`src/sv/dq_pkg.sv`:
```
// ----------------------------------------------------------------------------
// Double-ended queue package
// Shared sizes, command and status codes, and item types for the deque.
// ----------------------------------------------------------------------------
package dq_pkg;

  // Storage geometry. DEPTH is a power of two, so ring arithmetic wraps.
  localparam int unsigned DEPTH      = 16;
  localparam int unsigned DATA_WIDTH = 32;
  localparam int unsigned PTR_W      = $clog2(DEPTH);
  localparam int unsigned CNT_W      = $clog2(DEPTH + 1);
  localparam int unsigned CMD_W      = 3;
  localparam int unsigned IDX_W      = 4;
  localparam int unsigned STATUS_W   = 2;

  // Command codes on the input item.
  localparam logic [CMD_W-1:0] CMD_PUSH_BACK  = 3'd0;
  localparam logic [CMD_W-1:0] CMD_PUSH_FRONT = 3'd1;
  localparam logic [CMD_W-1:0] CMD_POP_BACK   = 3'd2;
  localparam logic [CMD_W-1:0] CMD_POP_FRONT  = 3'd3;
  localparam logic [CMD_W-1:0] CMD_READ_IDX   = 3'd4;
  localparam logic [CMD_W-1:0] CMD_WRITE_IDX  = 3'd5;

  // Status codes on the result item.
  localparam logic [STATUS_W-1:0] STATUS_OK        = 2'd0;
  localparam logic [STATUS_W-1:0] STATUS_FULL      = 2'd1;
  localparam logic [STATUS_W-1:0] STATUS_EMPTY     = 2'd2;
  localparam logic [STATUS_W-1:0] STATUS_OUT_RANGE = 2'd3;

  // Decoded operation handed from the front part to the back part.
  typedef enum logic [2:0] {
    OP_PUSH_BACK,
    OP_PUSH_FRONT,
    OP_POP_BACK,
    OP_POP_FRONT,
    OP_READ,
    OP_WRITE,
    OP_NOP
  } op_e;

  typedef struct packed {
    logic [CMD_W-1:0]             cmd;
    logic signed [DATA_WIDTH-1:0] value;
    logic [IDX_W-1:0]             index;
  } in_item_t;

  typedef struct packed {
    logic signed [DATA_WIDTH-1:0] read_value;
    logic signed [DATA_WIDTH-1:0] front_value;
    logic signed [DATA_WIDTH-1:0] back_value;
    logic [CNT_W-1:0]             count;
    logic [STATUS_W-1:0]          status;
  } out_item_t;

  typedef struct packed {
    op_e                   op;
    logic [DATA_WIDTH-1:0] value;
    logic [IDX_W-1:0]      index;
  } op_t;

endpackage

```
`src/sv/dq_front.sv`:
```
// ----------------------------------------------------------------------------
// Deque front part
// Accepts command items and decodes them into operations for the queue.
// ----------------------------------------------------------------------------
module dq_front import dq_pkg::*; (
  input  logic     start,
  input  in_item_t item_i,
  input  logic     fifo_full_i,
  output logic     busy,
  output logic     push_o,
  output op_t      op_o
);

  // The front part stalls only when the operation queue has no room.
  assign busy   = fifo_full_i;
  assign push_o = start && !fifo_full_i;

  // Decode the command code; unused codes become a no-op.
  always_comb begin
    op_o.value = item_i.value;
    op_o.index = item_i.index;
    unique case (item_i.cmd)
      CMD_PUSH_BACK:  op_o.op = OP_PUSH_BACK;
      CMD_PUSH_FRONT: op_o.op = OP_PUSH_FRONT;
      CMD_POP_BACK:   op_o.op = OP_POP_BACK;
      CMD_POP_FRONT:  op_o.op = OP_POP_FRONT;
      CMD_READ_IDX:   op_o.op = OP_READ;
      CMD_WRITE_IDX:  op_o.op = OP_WRITE;
      default:        op_o.op = OP_NOP;
    endcase
  end

endmodule

```
`src/sv/dq_fifo.sv`:
```
// ----------------------------------------------------------------------------
// Deque operation queue
// Two-entry queue that decouples the front part from the back part.
// ----------------------------------------------------------------------------
module dq_fifo import dq_pkg::*; (
  input  logic clk_i,
  input  logic rst_ni,
  input  logic push_i,
  input  op_t  data_i,
  input  logic pop_i,
  output op_t  data_o,
  output logic full_o,
  output logic empty_o
);

  op_t        entry_q [2];
  logic       wr_ptr_q, wr_ptr_d;
  logic       rd_ptr_q, rd_ptr_d;
  logic [1:0] cnt_q, cnt_d;
  logic       do_push, do_pop;

  assign full_o  = (cnt_q == 2'd2);
  assign empty_o = (cnt_q == 2'd0);
  assign do_push = push_i && !full_o;
  assign do_pop  = pop_i && !empty_o;
  assign data_o  = entry_q[rd_ptr_q];

  // Pointer and fill count update.
  always_comb begin
    wr_ptr_d = do_push ? ~wr_ptr_q : wr_ptr_q;
    rd_ptr_d = do_pop ? ~rd_ptr_q : rd_ptr_q;
    cnt_d    = cnt_q + {1'b0, do_push} - {1'b0, do_pop};
  end

  always_ff @(posedge clk_i or negedge rst_ni) begin
    if (!rst_ni) begin
      wr_ptr_q <= 1'b0;
      rd_ptr_q <= 1'b0;
      cnt_q    <= 2'd0;
    end else begin
      wr_ptr_q <= wr_ptr_d;
      rd_ptr_q <= rd_ptr_d;
      cnt_q    <= cnt_d;
    end
  end

  // Entry storage holds payload only.
  always_ff @(posedge clk_i) begin
    if (do_push) begin
      entry_q[wr_ptr_q] <= data_i;
    end
  end

endmodule

```
`src/sv/dq_back.sv`:
```
// ----------------------------------------------------------------------------
// Deque back part
// Executes one operation on the ring buffer, then reads the front and back
// elements through the single read port and issues the result item.
// ----------------------------------------------------------------------------
module dq_back import dq_pkg::*; (
  input  logic      clk_i,
  input  logic      rst_ni,
  input  logic      fifo_empty_i,
  input  op_t       op_i,
  output logic      pop_o,
  output logic      done_o,
  output out_item_t result_o
);

  localparam logic [2:0] ST_IDLE   = 3'd0;
  localparam logic [2:0] ST_EXEC   = 3'd1;
  localparam logic [2:0] ST_FRONT  = 3'd2;
  localparam logic [2:0] ST_BACK   = 3'd3;
  localparam logic [2:0] ST_FINISH = 3'd4;

  logic [2:0]            state_q, state_d;
  logic [PTR_W-1:0]      head_q, head_d;
  logic [CNT_W-1:0]      count_q, count_d;
  logic                  done_q;
  op_t                   cur_q;
  logic [STATUS_W-1:0]   status_q, status_d;
  logic                  read_ok_q, read_ok_d;
  logic [DATA_WIDTH-1:0] mem [DEPTH];
  logic [DATA_WIDTH-1:0] rdata_q;
  logic [DATA_WIDTH-1:0] rd_val_q, front_q;
  out_item_t             result_q;

  logic                  full, empty, in_range;
  logic [PTR_W-1:0]      idx_slot, tail_slot, last_slot;
  logic                  we;
  logic [PTR_W-1:0]      waddr, raddr;

  // Ring positions derived from head and count.
  assign full      = (count_q == CNT_W'(DEPTH));
  assign empty     = (count_q == '0);
  assign in_range  = (CNT_W'(cur_q.index) < count_q);
  assign idx_slot  = head_q + PTR_W'(cur_q.index);
  assign tail_slot = head_q + count_q[PTR_W-1:0];
  assign last_slot = head_q + count_q[PTR_W-1:0] - PTR_W'(1);

  assign pop_o = (state_q == ST_IDLE) && !fifo_empty_i;

  // Sequencer and operation execution.
  always_comb begin
    state_d   = state_q;
    head_d    = head_q;
    count_d   = count_q;
    status_d  = status_q;
    read_ok_d = read_ok_q;
    we        = 1'b0;
    waddr     = idx_slot;
    raddr     = head_q;
    unique case (state_q)
      ST_IDLE: begin
        if (!fifo_empty_i) state_d = ST_EXEC;
      end
      ST_EXEC: begin
        status_d  = STATUS_OK;
        read_ok_d = 1'b0;
        raddr     = idx_slot;
        unique case (cur_q.op)
          OP_PUSH_BACK, OP_PUSH_FRONT: begin
            if (full) begin
              status_d = STATUS_FULL;
            end else begin
              we      = 1'b1;
              count_d = count_q + CNT_W'(1);
              if (cur_q.op == OP_PUSH_BACK) begin
                waddr = tail_slot;
              end else begin
                waddr  = head_q - PTR_W'(1);
                head_d = head_q - PTR_W'(1);
              end
            end
          end
          OP_POP_BACK, OP_POP_FRONT: begin
            if (empty) begin
              status_d = STATUS_EMPTY;
            end else begin
              count_d = count_q - CNT_W'(1);
              if (cur_q.op == OP_POP_FRONT) head_d = head_q + PTR_W'(1);
            end
          end
          OP_READ: begin
            if (in_range) read_ok_d = 1'b1;
            else          status_d  = STATUS_OUT_RANGE;
          end
          OP_WRITE: begin
            if (in_range) we       = 1'b1;
            else          status_d = STATUS_OUT_RANGE;
          end
          default: ;
        endcase
        state_d = ST_FRONT;
      end
      ST_FRONT: begin
        raddr   = head_q;
        state_d = ST_BACK;
      end
      ST_BACK: begin
        raddr   = last_slot;
        state_d = ST_FINISH;
      end
      ST_FINISH: begin
        state_d = ST_IDLE;
      end
      default: state_d = ST_IDLE;
    endcase
  end

  always_ff @(posedge clk_i or negedge rst_ni) begin
    if (!rst_ni) begin
      state_q <= ST_IDLE;
      head_q  <= '0;
      count_q <= '0;
      done_q  <= 1'b0;
    end else begin
      state_q <= state_d;
      head_q  <= head_d;
      count_q <= count_d;
      done_q  <= (state_q == ST_FINISH);
    end
  end

  // Element store: one write port, one registered read port.
  always_ff @(posedge clk_i) begin
    if (we) mem[waddr] <= cur_q.value;
    rdata_q <= mem[raddr];
  end

  // Operation latch and result assembly.
  always_ff @(posedge clk_i) begin
    status_q  <= status_d;
    read_ok_q <= read_ok_d;
    if (pop_o) cur_q <= op_i;
    if (state_q == ST_FRONT) rd_val_q <= read_ok_q ? rdata_q : '0;
    if (state_q == ST_BACK) front_q <= rdata_q;
    if (state_q == ST_FINISH) begin
      result_q.read_value  <= rd_val_q;
      result_q.front_value <= empty ? '0 : front_q;
      result_q.back_value  <= empty ? '0 : rdata_q;
      result_q.count       <= count_q;
      result_q.status      <= status_q;
    end
  end

  assign done_o   = done_q;
  assign result_o = result_q;

`ifndef NO_ASSERTIONS
  // The element count never exceeds the ring size.
  a_count_bound: assert property (@(posedge clk_i) disable iff (!rst_ni)
    count_q <= CNT_W'(DEPTH))
    else $error("deque count exceeds depth");

  // A result strobe follows the finishing step of the sequencer.
  a_done_after_finish: assert property (@(posedge clk_i) disable iff (!rst_ni)
    done_q |-> $past(state_q) == ST_FINISH)
    else $error("result strobe without a finished operation");

  // A dropped push is reported only when the ring is full.
  a_full_status: assert property (@(posedge clk_i) disable iff (!rst_ni)
    (done_q && result_q.status == STATUS_FULL) |-> result_q.count == CNT_W'(DEPTH))
    else $error("full status with free slots");

  // An ignored pop is reported only on an empty ring.
  a_empty_status: assert property (@(posedge clk_i) disable iff (!rst_ni)
    (done_q && result_q.status == STATUS_EMPTY) |-> result_q.count == '0)
    else $error("empty status with stored elements");
`endif

endmodule

```
`src/sv/double_ended_queue.sv`:
```
// ----------------------------------------------------------------------------
// Double-ended queue
// Bounded deque in a ring buffer with push, pop, and indexed read and write.
// ----------------------------------------------------------------------------
// Channel   Direction  Handshake                 Payload
// command   in         start high, busy low      item_i (in_item_t)
// result    out        done_o strobe, one cycle  result_o (out_item_t)
//
// Each item passes through the back part in order: execute with an indexed
// read, then two reads of the front and back slots through the single
// read port of the element store, then result assembly and the strobe.
// A two-entry operation queue lets up to two items wait behind it; busy
// is high while that queue is full. Reset clears head and count at once.
// The receiver cannot stall; done_o marks every result for exactly one cycle.
// ----------------------------------------------------------------------------
module double_ended_queue import dq_pkg::*; (
  input  logic      clk_i,
  input  logic      rst_ni,
  input  logic      start,
  input  in_item_t  item_i,
  output logic      busy,
  output logic      done_o,
  output out_item_t result_o
);

  logic fifo_full, fifo_empty, fifo_push, fifo_pop;
  op_t  front_op, back_op;

  // Decode incoming items.
  dq_front u_front (
    .start       (start),
    .item_i      (item_i),
    .fifo_full_i (fifo_full),
    .busy        (busy),
    .push_o      (fifo_push),
    .op_o        (front_op)
  );

  // Queue between decode and execution.
  dq_fifo u_fifo (
    .clk_i   (clk_i),
    .rst_ni  (rst_ni),
    .push_i  (fifo_push),
    .data_i  (front_op),
    .pop_i   (fifo_pop),
    .data_o  (back_op),
    .full_o  (fifo_full),
    .empty_o (fifo_empty)
  );

  // Execute operations on the ring buffer.
  dq_back u_back (
    .clk_i        (clk_i),
    .rst_ni       (rst_ni),
    .fifo_empty_i (fifo_empty),
    .op_i         (back_op),
    .pop_o        (fifo_pop),
    .done_o       (done_o),
    .result_o     (result_o)
  );

endmodule

```
`config.mk`:
```
export PLATFORM = sky130hd
export DESIGN_NAME = double_ended_queue
export DESIGN_NICKNAME = d
export VERILOG_FILES = /design/src/sv/dq_pkg.sv /design/src/sv/dq_front.sv /design/src/sv/dq_fifo.sv /design/src/sv/dq_back.sv /design/src/sv/double_ended_queue.sv
export SDC_FILE = /design/constraint.sdc
export NUM_CORES = 1
export LEC_CHECK = 0
export ABC_AREA = 1
export CELL_PAD_IN_SITES_DETAIL_PLACEMENT = 1
export CELL_PAD_IN_SITES_GLOBAL_PLACEMENT = 1
export CORE_ASPECT_RATIO = 1.5
export CORE_UTILIZATION = 50
export CTS_CLUSTER_DIAMETER = 150
export DETAILED_ROUTE_END_ITERATION = 8
export DONT_BUFFER_PORTS = 1
export PLACE_DENSITY_LB_ADDON = 0.1
export SETUP_SLACK_MARGIN = 0.4
export SLEW_MARGIN = 20
export SYNTH_ARGS = -nofsm -noshare
export SYNTH_HDL_FRONTEND = slang
export SYNTH_SLANG_ARGS = --single-unit
```
`constraint.sdc`:
```
create_clock -name clk_i -period 12.4 [get_ports clk_i]
set_input_delay 1.24 -clock clk_i [delete_from_list [all_inputs] [get_ports clk_i]]
set_output_delay 1.24 -clock clk_i [all_outputs]
set_load 0.01 [all_outputs]
```
== Word-level counts from Yosys, hierarchy flattened ==
Memories as Yosys holds them, arrays and structs flattened. A register that Yosys moved wholly into a read port is not among the register bits.
Cells that the tools add are included.
Cells by class
  add/subtract/negate cells: 9
  magnitude comparators: 1
  equal/unequal tests: 21
  muxes and demuxes: 28
  bitwise operators: 2
  reductions and logical operators: 17
Operators by type and width (count)
  $mux 4: 8
  $eq 3x2->1 const B: 6
  $pmux 3 s6: 1
  $pmux 4 s2: 2
  $eq 3x3->1 const B: 5
  $pmux 3 s4: 1
  $mux 5: 2
  $pmux 5 s2: 1
  $eq 3x1->1 const B: 3
  $logic_not 3->1: 3
  $add 4x4->4: 2
  $mux 1: 8
  $ne 2x2->1 const B: 4
  $sub 4x1->4 const B: 2
  $pmux 2 s3: 1
  $reduce_and 6->1: 1
  $reduce_or 2->1: 3
  $add 5x1->5 const B: 1
  $eq 5x5->1 const B: 1
  $logic_not 5->1: 1
  $lt 4x5->1: 1
  $sub 5x1->5 const B: 1
  $add 4x1->4 const B: 1
  $logic_and 1x1->1: 4
  12 further kinds: 15
Word-level totals
  bits in registers: 187
  memory bits (writable): 590
  bits of input ports: 42
  output and inout bits: 105
  word-level logic and storage cells: 96
  memories kept: 2
Memory list
  u_back.mem: words 16, bits a word 32, read ports 1, clocked after Yosys merged registers in 1, write ports 1, RTL line dq_back.sv:29  | logic [DATA_WIDTH-1:0] mem [DEPTH];
  u_fifo.entry_q: words 2, bits a word 39, read ports 1, clocked after Yosys merged registers in 1, write ports 1, RTL line dq_fifo.sv:16  | op_t entry_q [2];

== Depth between registers and ports, before layout ==
Gate-level depths: netlist of run 1.
  depth in word-level cells: 6
  gate-level depth with buffers: 13
  depth with buffers taken out: 12

== Modules after synthesis ==
A second synthesis of run 1 with hierarchy kept.
Second synthesis, totals
  cells, all modules: 2696
  area total of the unflattened synthesis: 33850.0 µm²
Modules (own cells, without submodules)
  dq_back: instances 1, cells an instance 2415, area each 30417.9 µm², sequential area each 22616.7 µm²
  dq_fifo: instances 1, cells an instance 238, area each 3126.7 µm², sequential area each 2442.3 µm²
  dq_front: instances 1, cells an instance 43, area each 305.3 µm², sequential area each 0.0 µm²

== Worst setup path before layout of run 1 ==
Ideal clock, no wire load.
  path kind: reg-to-reg
  start point: register u_back.state_q[1]
  end point: register u_back.done_q (netlist: u_back.done_o)
  library setup time: 844 ps
  arrival: 7514 ps
  required time: 11556 ps
  setup slack: 4042 ps
  cell stages (with the launch flop): 2
  buffers on the path: 0
  clock period less this slack: 8358 ps
  cell sequence: dfrtp_1 nor3_1
On the way
  word-level cells in the longest chain between the ends: 1
RTL lines
  start, declared: RTL line dq_back.sv:22  | logic [2:0] state_q, state_d;
  start signal, assigned: RTL line dq_back.sv:124  | state_q <= state_d;
  $eq 3x3->1: RTL line dq_back.sv:127  | done_q <= (state_q == ST_FINISH);
  end signal, assigned: RTL line dq_back.sv:127
  end, declared: RTL line dq_back.sv:25  | logic done_q;
No other way between the ends.
A chain may end at the register's enable or synchronous reset.

== Worst setup path after layout of run 1 ==
  start point: register u_back.count_q[0]
  end point: register u_back.rdata_q[30], read port of u_back.mem
On the way
  word-level cells in the longest chain between the ends: 3
RTL lines
  start, declared: RTL line dq_back.sv:24  | logic [CNT_W-1:0] count_q, count_d;
  start signal, assigned: RTL line dq_back.sv:126  | count_q <= count_d;
  $add 4x4->4: RTL line dq_back.sv:45  | assign last_slot = head_q + count_q[PTR_W-1:0] - PTR_W'(1);
  $sub 4x1->4: RTL line dq_back.sv:45
  $pmux 4 s2: RTL line dq_back.sv:59  | unique case (state_q)
  end, declared: RTL line dq_back.sv:30  | logic [DATA_WIDTH-1:0] rdata_q;
No other way between the ends.

==> flow_metrics.env, run 1 <==
export IMPL_grt_pass1_vias=24469
export IMPL_final_setup_skew_ps=17.06
export IMPL_yosys_top_cells_count="edfxtp_1 (799), inv_1 (648), nand2_1 (555), nand3_1 (474), nand4_1 (259)"
export IMPL_synthDistinctLibCells=31
export IMPL_grt_use_met3_pct=3.976
export IMPL_port_buffers=0
export IMPL_worst_pin_slew_ps=1239
export IMPL_postPlaceCellArea_um2=36080
export IMPL_cts_sinks=848
export IMPL_place_hpwl_mm=53.05
export IMPL_cts_max_level=3
export IMPL_cts_root_buf="clkbuf_16"
export IMPL_yosysWarnings=0
export IMPL_drive_gt1_share_pct=6.514
export IMPL_critPathMaxStageDelay_ps=810
export IMPL_final_hold_violation_count=0
export IMPL_synth_edff_count=799
export IMPL_die_y_um=326.8
export IMPL_antenna_left=0
export IMPL_path_common_cell="nand3_1"
export IMPL_initial_utilization_pct=50.78
export IMPL_drv_slew=0
export IMPL_r2r_setup_slack_ps=8300
export IMPL_detailroute_via_count=22707
export IMPL_dr_pass1_iters=5
export IMPL_synthArstFlopShare_pct=2.005
export IMPL_period_needed_ps=4101
export IMPL_grt_max_degree=109
export IMPL_num_rows=118
export IMPL_worst_ep_arrival_time_ps=4680
export IMPL_end_kind="flip-flop"
export IMPL_nFillCells=7095
export IMPL_synthToLayoutAreaGrowth_pct=10.24
export IMPL_startpoint="u_back.count_q[0]"
export IMPL_synth_top_area_share_pct=68.23
export IMPL_reg2reg_from="u_back.count_q[0]"
export IMPL_netlist_area_um2=35160
export IMPL_ys_seq_area_share_pct=71.26
export IMPL_grt_remaining_overflow=0
export IMPL_met2_usage_pct=48.67
export IMPL_postCtsHoldBufs=0
export IMPL_power_density_nw_per_um2=295.7
export IMPL_cts_setup_buffers=0
export IMPL_ys_ff_latch=848
export IMPL_ys_flop_type="edfxtp_1"
export IMPL_diodes=0
export IMPL_leakage_uw=0.01617
export IMPL_hold_class="primary input to asynchronous set/reset pin"
export IMPL_post_cts_resized=0
export IMPL_tritoncts="yes"
export IMPL_grt_util_all_layers_pct=27.07
export IMPL_cp_num_buf_inv=3
export IMPL_die_w_um=218.5
export IMPL_critPathKind="flip-flop to flip-flop"
export IMPL_peakVddDrop_mv=0.3124
export IMPL_clk_latency_ps=650
export IMPL_grt_pass1_wl_mm=143.1
export IMPL_crit_chain="ha_1 -> fa_1 -> inv_1 -> ha_1 -> nand3_1 -> nand3_4 -> buf_4 -> buf_4 -> nand3_1 -> nand3_1 -> nand3_1 -> nand2_1"
export IMPL_io_pin_count=147
export IMPL_drc_errors=0
export IMPL_tns_ps=0
export IMPL_synth_most_common_cell="edfxtp_1"
export IMPL_start_kind="flip-flop"
export IMPL_crit_path_top_delay_cell="buf_4"
export IMPL_drt_iter0_drc=1435
export IMPL_final_core_util_pct=55.98
export IMPL_path_depth=12
export IMPL_fin_area_um2=38760
export IMPL_regArea_um2=25060
export IMPL_slew_headroom_pct=17.37
export IMPL_finalPower_uw=11460
export IMPL_dieArea_um2=71410
export IMPL_synth_area_leader_cell="edfxtp_1"
export IMPL_clk_path_buf_depth=3
export IMPL_maxCapViolCount=0
export IMPL_finalSetupViolations=0
export IMPL_avgViaCountPerCell=5.675
export IMPL_routabilityCongestion=0.7854
export IMPL_totalWireLength_mm=94.93
export IMPL_critPathCapture="u_back.rdata_q[30]"
export IMPL_rsz0062_at_grt="false"
export IMPL_cts_made_buffers=80
export IMPL_post_drt_wl_per_cell_um=23.73
export IMPL_status="complete, no violations"
export IMPL_multi_input_area_um2=7094
export IMPL_r2r_cells=12
export IMPL_crit_fanout=77
export IMPL_worstPathRequired_ps=12980
export IMPL_grt_busiest_layer="met2"
export IMPL_fin_crit_sh_pct=33.07
export IMPL_synthCells=3084
export IMPL_clk_pin_slew_ps=60
export IMPL_core_um2=69240
export IMPL_fmax_mhz=243.8
export IMPL_syn_nets=3146
export IMPL_antenna_found_initial=3
export IMPL_r2r_end="u_back.rdata_q[30]"
export IMPL_nets=3096
export IMPL_syn_mean_instance_area_um2=11.40
export IMPL_path_delay_family="buffers and inverters"
export IMPL_synthTopCellsByArea="edfxtp_1 (68%), inv_1 (6.9%), nand3_1 (6.7%), nand2_1 (5.9%), nand4_1 (4.6%)"
export IMPL_grt_use_met1_pct=31.59
==> layout by cell type, fill, tap and decap left out, types with 3 or more instances in the layout <==
cell / count
clkinv_1: 6
ha_1: 17
inv_2: 4
clkbuf_1: 23
nor2_4: 22
nand2_1: 554
xnor2_1: 6
buf_4: 38
clkinv_2: 19
clkinvlp_4: 3
nor2_1: 23
edfxtp_1: 799
xor2_1: 9
a21oi_1: 12
nand3_4: 3
nand4_1: 259
dfrtp_1: 17
buf_6: 4
nand3_1: 472
inv_1: 647
o21ai_0: 12
bufinv_16: 4
dfxtp_1: 32
clkbuf_16: 86
clkbuf_8: 6
fa_1: 3
==> layer usage <==
metal	wire length [um]	part of all wire [%]
met1	36550	39
met2	49370	52
met5	13	0.014
met4	3643	3.8
met3	5350	5.6
==> worst min path at each step <==
stage | end | slack (ps)
after floorplan | u_back.result_o[0] | 400
after global placement | u_back.result_o[73] | 400
after detailed placement | u_back.result_o[90] | 410
after CTS | u_fifo.rd_ptr_q | 250
after global routing | u_fifo.cnt_q[1] | 270
final | u_back.count_q[2] | 290
==> where the power goes <==
| group | total (uW) | leakage [uW] | switching [uW] | internal [uW] |
|---|---|---|---|---|
| clock network | 2450 | 0.00128 | 1060 | 1390 |
| registers | 4460 | 0.00774 | 470 | 3990 |
| logic | 4560 | 0.00714 | 3310 | 1250 |
==> through the flow <==
stage / hold WS [ps] / setup slack [ps] / cells
floorplan: 400.3 / 4042 / 3084
finish: 286.3 / 8299 / 4001
global route: 268.7 / 8125 / 4001
CTS: 252.3 / 8267 / 3999
global placement: 404.0 / 8339 / 3848
detailed placement: 405.2 / 8293 / 3850
==> kinds of logic (layout without fill, tap and decap cells) <==
family,after synthesis,after routing,synth area share (%)
AND/OR/NAND/NOR,1341,1341,17.95
flip-flops,848,848,71.26
buffers and inverters,830,847,9.166
AO/OA/AOI/OAI,30,30,0.4697
adder cells (fa/ha/maj),20,20,0.7757
XOR/XNOR,15,15,0.3736
==> sequential cells by signal (all words and copies together), names as in the netlist, 2 cells and up <==
register and flops:
u_back.head_q 4, u_back.status_q 2, u_back.count_q 5, u_back.rdata_q 32
u_back.cur_q 39, u_back.result_o 103, u_fifo.entry_q 78, u_back.rd_val_q 32
u_back.state_q 3, u_fifo.cnt_q 2, u_back.mem 512, u_back.front_q 32
==> final cells by class <==
cell class | instances | share of cell area (%)
timing repair buffer | 46 | 1.097
tap | 900 | 2.905
sequential | 848 | 64.65
clock inverter | 34 | 0.7456
clock buffer | 115 | 5.988
multi-input combinational | 1406 | 18.30
inverter | 652 | 6.317
Power figures use the tool's default switching activity.
==> run 2: changes to the inputs <==
ABC_AREA = 0   (was 1)
clock period = 4.1 ns   (was 12.4 ns; I/O delays follow)
==> run 2 against run 1 <==
Net effect: combinational power grew 130%; worst setup slack lost 7700 ps; clock skew grew 4.9 ps; first-iteration DRC count shrank 38%; via count shrank 37%; largest cell class unchanged.
==> flow_metrics.env, run 2 <==
export IMPL_status="complete, no violations"
export IMPL_ys_flop_type="edfxtp_1"
export IMPL_cp_num_buf_inv=1
export IMPL_place_hpwl_mm=39.09
export IMPL_final_common_cell="edfxtp_1"
export IMPL_rsz0062_at_grt="false"
export IMPL_clk_pin_slew_ps=60
export IMPL_final_core_util_pct=57.68
export IMPL_critPathMaxStageDelay_ps=670
export IMPL_peakVddDrop_mv=0.8119
export IMPL_yosys_top_cells_count="edfxtp_1 (799), mux4_2 (128), nand3_1 (126), nor2b_1 (71), clkbuf_1 (49)"
export IMPL_reg2reg_from="u_back.count_q[0]"
export IMPL_worst_ep_arrival_time_ps=3840
export IMPL_met3_length_mm=2.390
export IMPL_finalPower_uw=31000
export IMPL_syn_mean_instance_area_um2=20.59
export IMPL_r2r_end="u_back.mem[9][10]"
export IMPL_port_buffers=0
export IMPL_netlist_area_um2=31570
export IMPL_totalWireLength_mm=67.87
export IMPL_nets=1689
export IMPL_regArea_um2=25060
export IMPL_path_depth=10
export IMPL_avgViaCountPerCell=5.792
export IMPL_dieArea_um2=64160
export IMPL_syn_nets=1595
export IMPL_stdcell_count=2489
export IMPL_final_setup_skew_ps=21.93
export IMPL_power_density_nw_per_um2=861.9
export IMPL_maxCapViolCount=0
export IMPL_dp_cells=2304
export IMPL_worst_pin_slew_ps=1062
export IMPL_synthToLayoutAreaGrowth_pct=13.96
export IMPL_io_pin_count=147
export IMPL_multi_input_area_um2=6248
export IMPL_cts_sinks=848
export IMPL_startpoint="u_back.count_q[0]"
export IMPL_end_kind="flip-flop"
export IMPL_routabilityCongestion=0.7772
export IMPL_synthDistinctLibCells=55
export IMPL_crit_chain="ha_1 -> fa_1 -> xor2_1 -> nand2_1 -> o21ai_1 -> nor2_1 -> a32o_1 -> mux2i_1 -> nor2_4 -> buf_12"
export IMPL_fin_crit_sh_pct=84.98
export IMPL_min_delay_start="start"
export IMPL_cts_root_buf="clkbuf_16"
export IMPL_grt_remaining_overflow=0
export IMPL_core_um2=62360
export IMPL_die_w_um=207.2
export IMPL_ys_ff_latch=848
export IMPL_r2r_cells=10
export IMPL_grt_pass1_wl_mm=100.6
export IMPL_period_needed_ps=3484
export IMPL_cts_setup_buffers=0
export IMPL_largest_register_ffs=512
export IMPL_clk_latency_ps=630
export IMPL_crit_fanout=24
export IMPL_hold_class="primary input to flip-flop"
export IMPL_ys_seq_area_share_pct=79.38
export IMPL_post_drt_wl_per_cell_um=27.27
export IMPL_leakage_uw=0.01166
export IMPL_yosysWarnings=0
export IMPL_clk_path_buf_depth=3
export IMPL_drv_slew=0
export IMPL_grt_util_all_layers_pct=21.65
export IMPL_num_rows=112
export IMPL_dr_pass1_iters=5
export IMPL_antenna_found_initial=2
export IMPL_wl_met1_mm=27.57
export IMPL_regMostFlops="u_back.mem"
export IMPL_die_y_um=309.7
export IMPL_drc_errors=0
export IMPL_synth_most_common_cell="edfxtp_1"
export IMPL_path_delay_family="adder cells"
export IMPL_fin_hold_ws_ps=53.75
export IMPL_drive_gt1_share_pct=22.19
export IMPL_nFillCells=5174
export IMPL_final_hold_violation_count=0
export IMPL_initial_utilization_pct=50.62
export IMPL_final_cell_mix="edfxtp_1 (799), mux4_2 (128), nand3_1 (126)"
export IMPL_wl_met2_mm=36.46
export IMPL_post_cts_resized=0
export IMPL_finalSetupViolations=0
export IMPL_critPathCapture="u_back.mem[9][10]"
export IMPL_start_kind="flip-flop"
export IMPL_fmax_mhz=287.0
export IMPL_slew_headroom_pct=28.25
export IMPL_tns_ps=0
export IMPL_worstPathRequired_ps=4460
export IMPL_synth_area_leader_cell="edfxtp_1"
export IMPL_tritoncts="yes"
export IMPL_cts_made_buffers=78
export IMPL_synth_edff_count=799
export IMPL_r2r_setup_slack_ps=620
export IMPL_synthCells=1533
export IMPL_detailroute_via_count=14417
export IMPL_synthArstFlopShare_pct=2.005
export IMPL_drt_iter0_drc=895
export IMPL_synth_top_area_share_pct=76.01
export IMPL_synthTopCellsByArea="edfxtp_1 (76%), mux4_2 (9.1%), dfxtp_1 (2.0%), nand3_1 (2.0%), mux2_2 (1.5%)"
export IMPL_grt_pass1_vias=15719
export IMPL_postCtsHoldBufs=39
export IMPL_antenna_left=0
export IMPL_highest_layer="met4"
export IMPL_crit_path_top_delay_cell="mux2i_1"
export IMPL_cts_max_level=3
export IMPL_grt_max_degree=105
export IMPL_critPathKind="flip-flop to flip-flop"
run 2: cell types whose count changed after synthesis, moves of 7 or more:
cell | previous run | this run
o21ai_0 | 12 | 4
nor2_1 | 43 | 33
nand2_1 | 555 | 16
nor2b_1 | 0 | 71
and2_1 | 0 | 33
clkbuf_1 | 82 | 49
inv_1 | 648 | 12
mux4_2 | 0 | 128
buf_6 | 0 | 15
nand3_1 | 474 | 126
xnor2_1 | 6 | 13
mux2_2 | 0 | 42
nand4_1 | 259 | 32
buf_2 | 86 | 3
run 2: power breakdown:
part | total (uW) | switching (uW) | internal, uW
combinational | 10400 | 5920 | 4460
sequential | 13300 | 1410 | 11900
clock | 7280 | 3100 | 4180
total | 31000 | 10400 | 20600
run 2: stage by stage:
stage	setup slack (ps)	instance area (um2)
finish	615.9	35970
detailed placement	585.5	32970
CTS	598.8	35930
global route	413.7	35970
global placement	738.4	32970
floorplan	365.5	31600
run 2: logic make-up (layout without fill, tap and decap cells):
group	after synthesis	in the layout	synth area share, %
other	0	1	0
and+or+nand+nor	332	332	5.696
DFF	848	848	79.38
buffers and inverters	91	248	1.514
muxes	176	176	10.82
adders and majority gates	20	20	0.8641
xor gates and xnor gates	23	23	0.7650
AOI/OAI and AO/OA	43	43	0.9553
run 2: worst min path at each step:
stage,endpoint,depth (start not counted),slack (ps)
2_1_floorplan,u_back.count_q[0],0,110
3_3_place_gp,u_fifo.wr_ptr_q,0,110
3_5_place_dp,u_fifo.wr_ptr_q,0,120
4_1_cts,u_fifo.wr_ptr_q,2,10
5_1_grt,u_fifo.wr_ptr_q,2,50
6_report,u_fifo.wr_ptr_q,2,50
run 2: per-layer routing:
metal,global-route usage (%),vias up
met4,7.029,0
li1,-,6320
met2,39.32,333
met5,0,-
met1,26.94,7679
met3,2.844,85
run 2: cell type report:
class	instances	share of cell area (%)
flip-flops and latches	848	69.67
multi-input cells	594	17.37
clock inverters	43	1.263
well taps	798	2.776
diodes	1	0.006957
inverters	14	0.1496
repair buffers	91	2.887
clock buffers	100	5.882
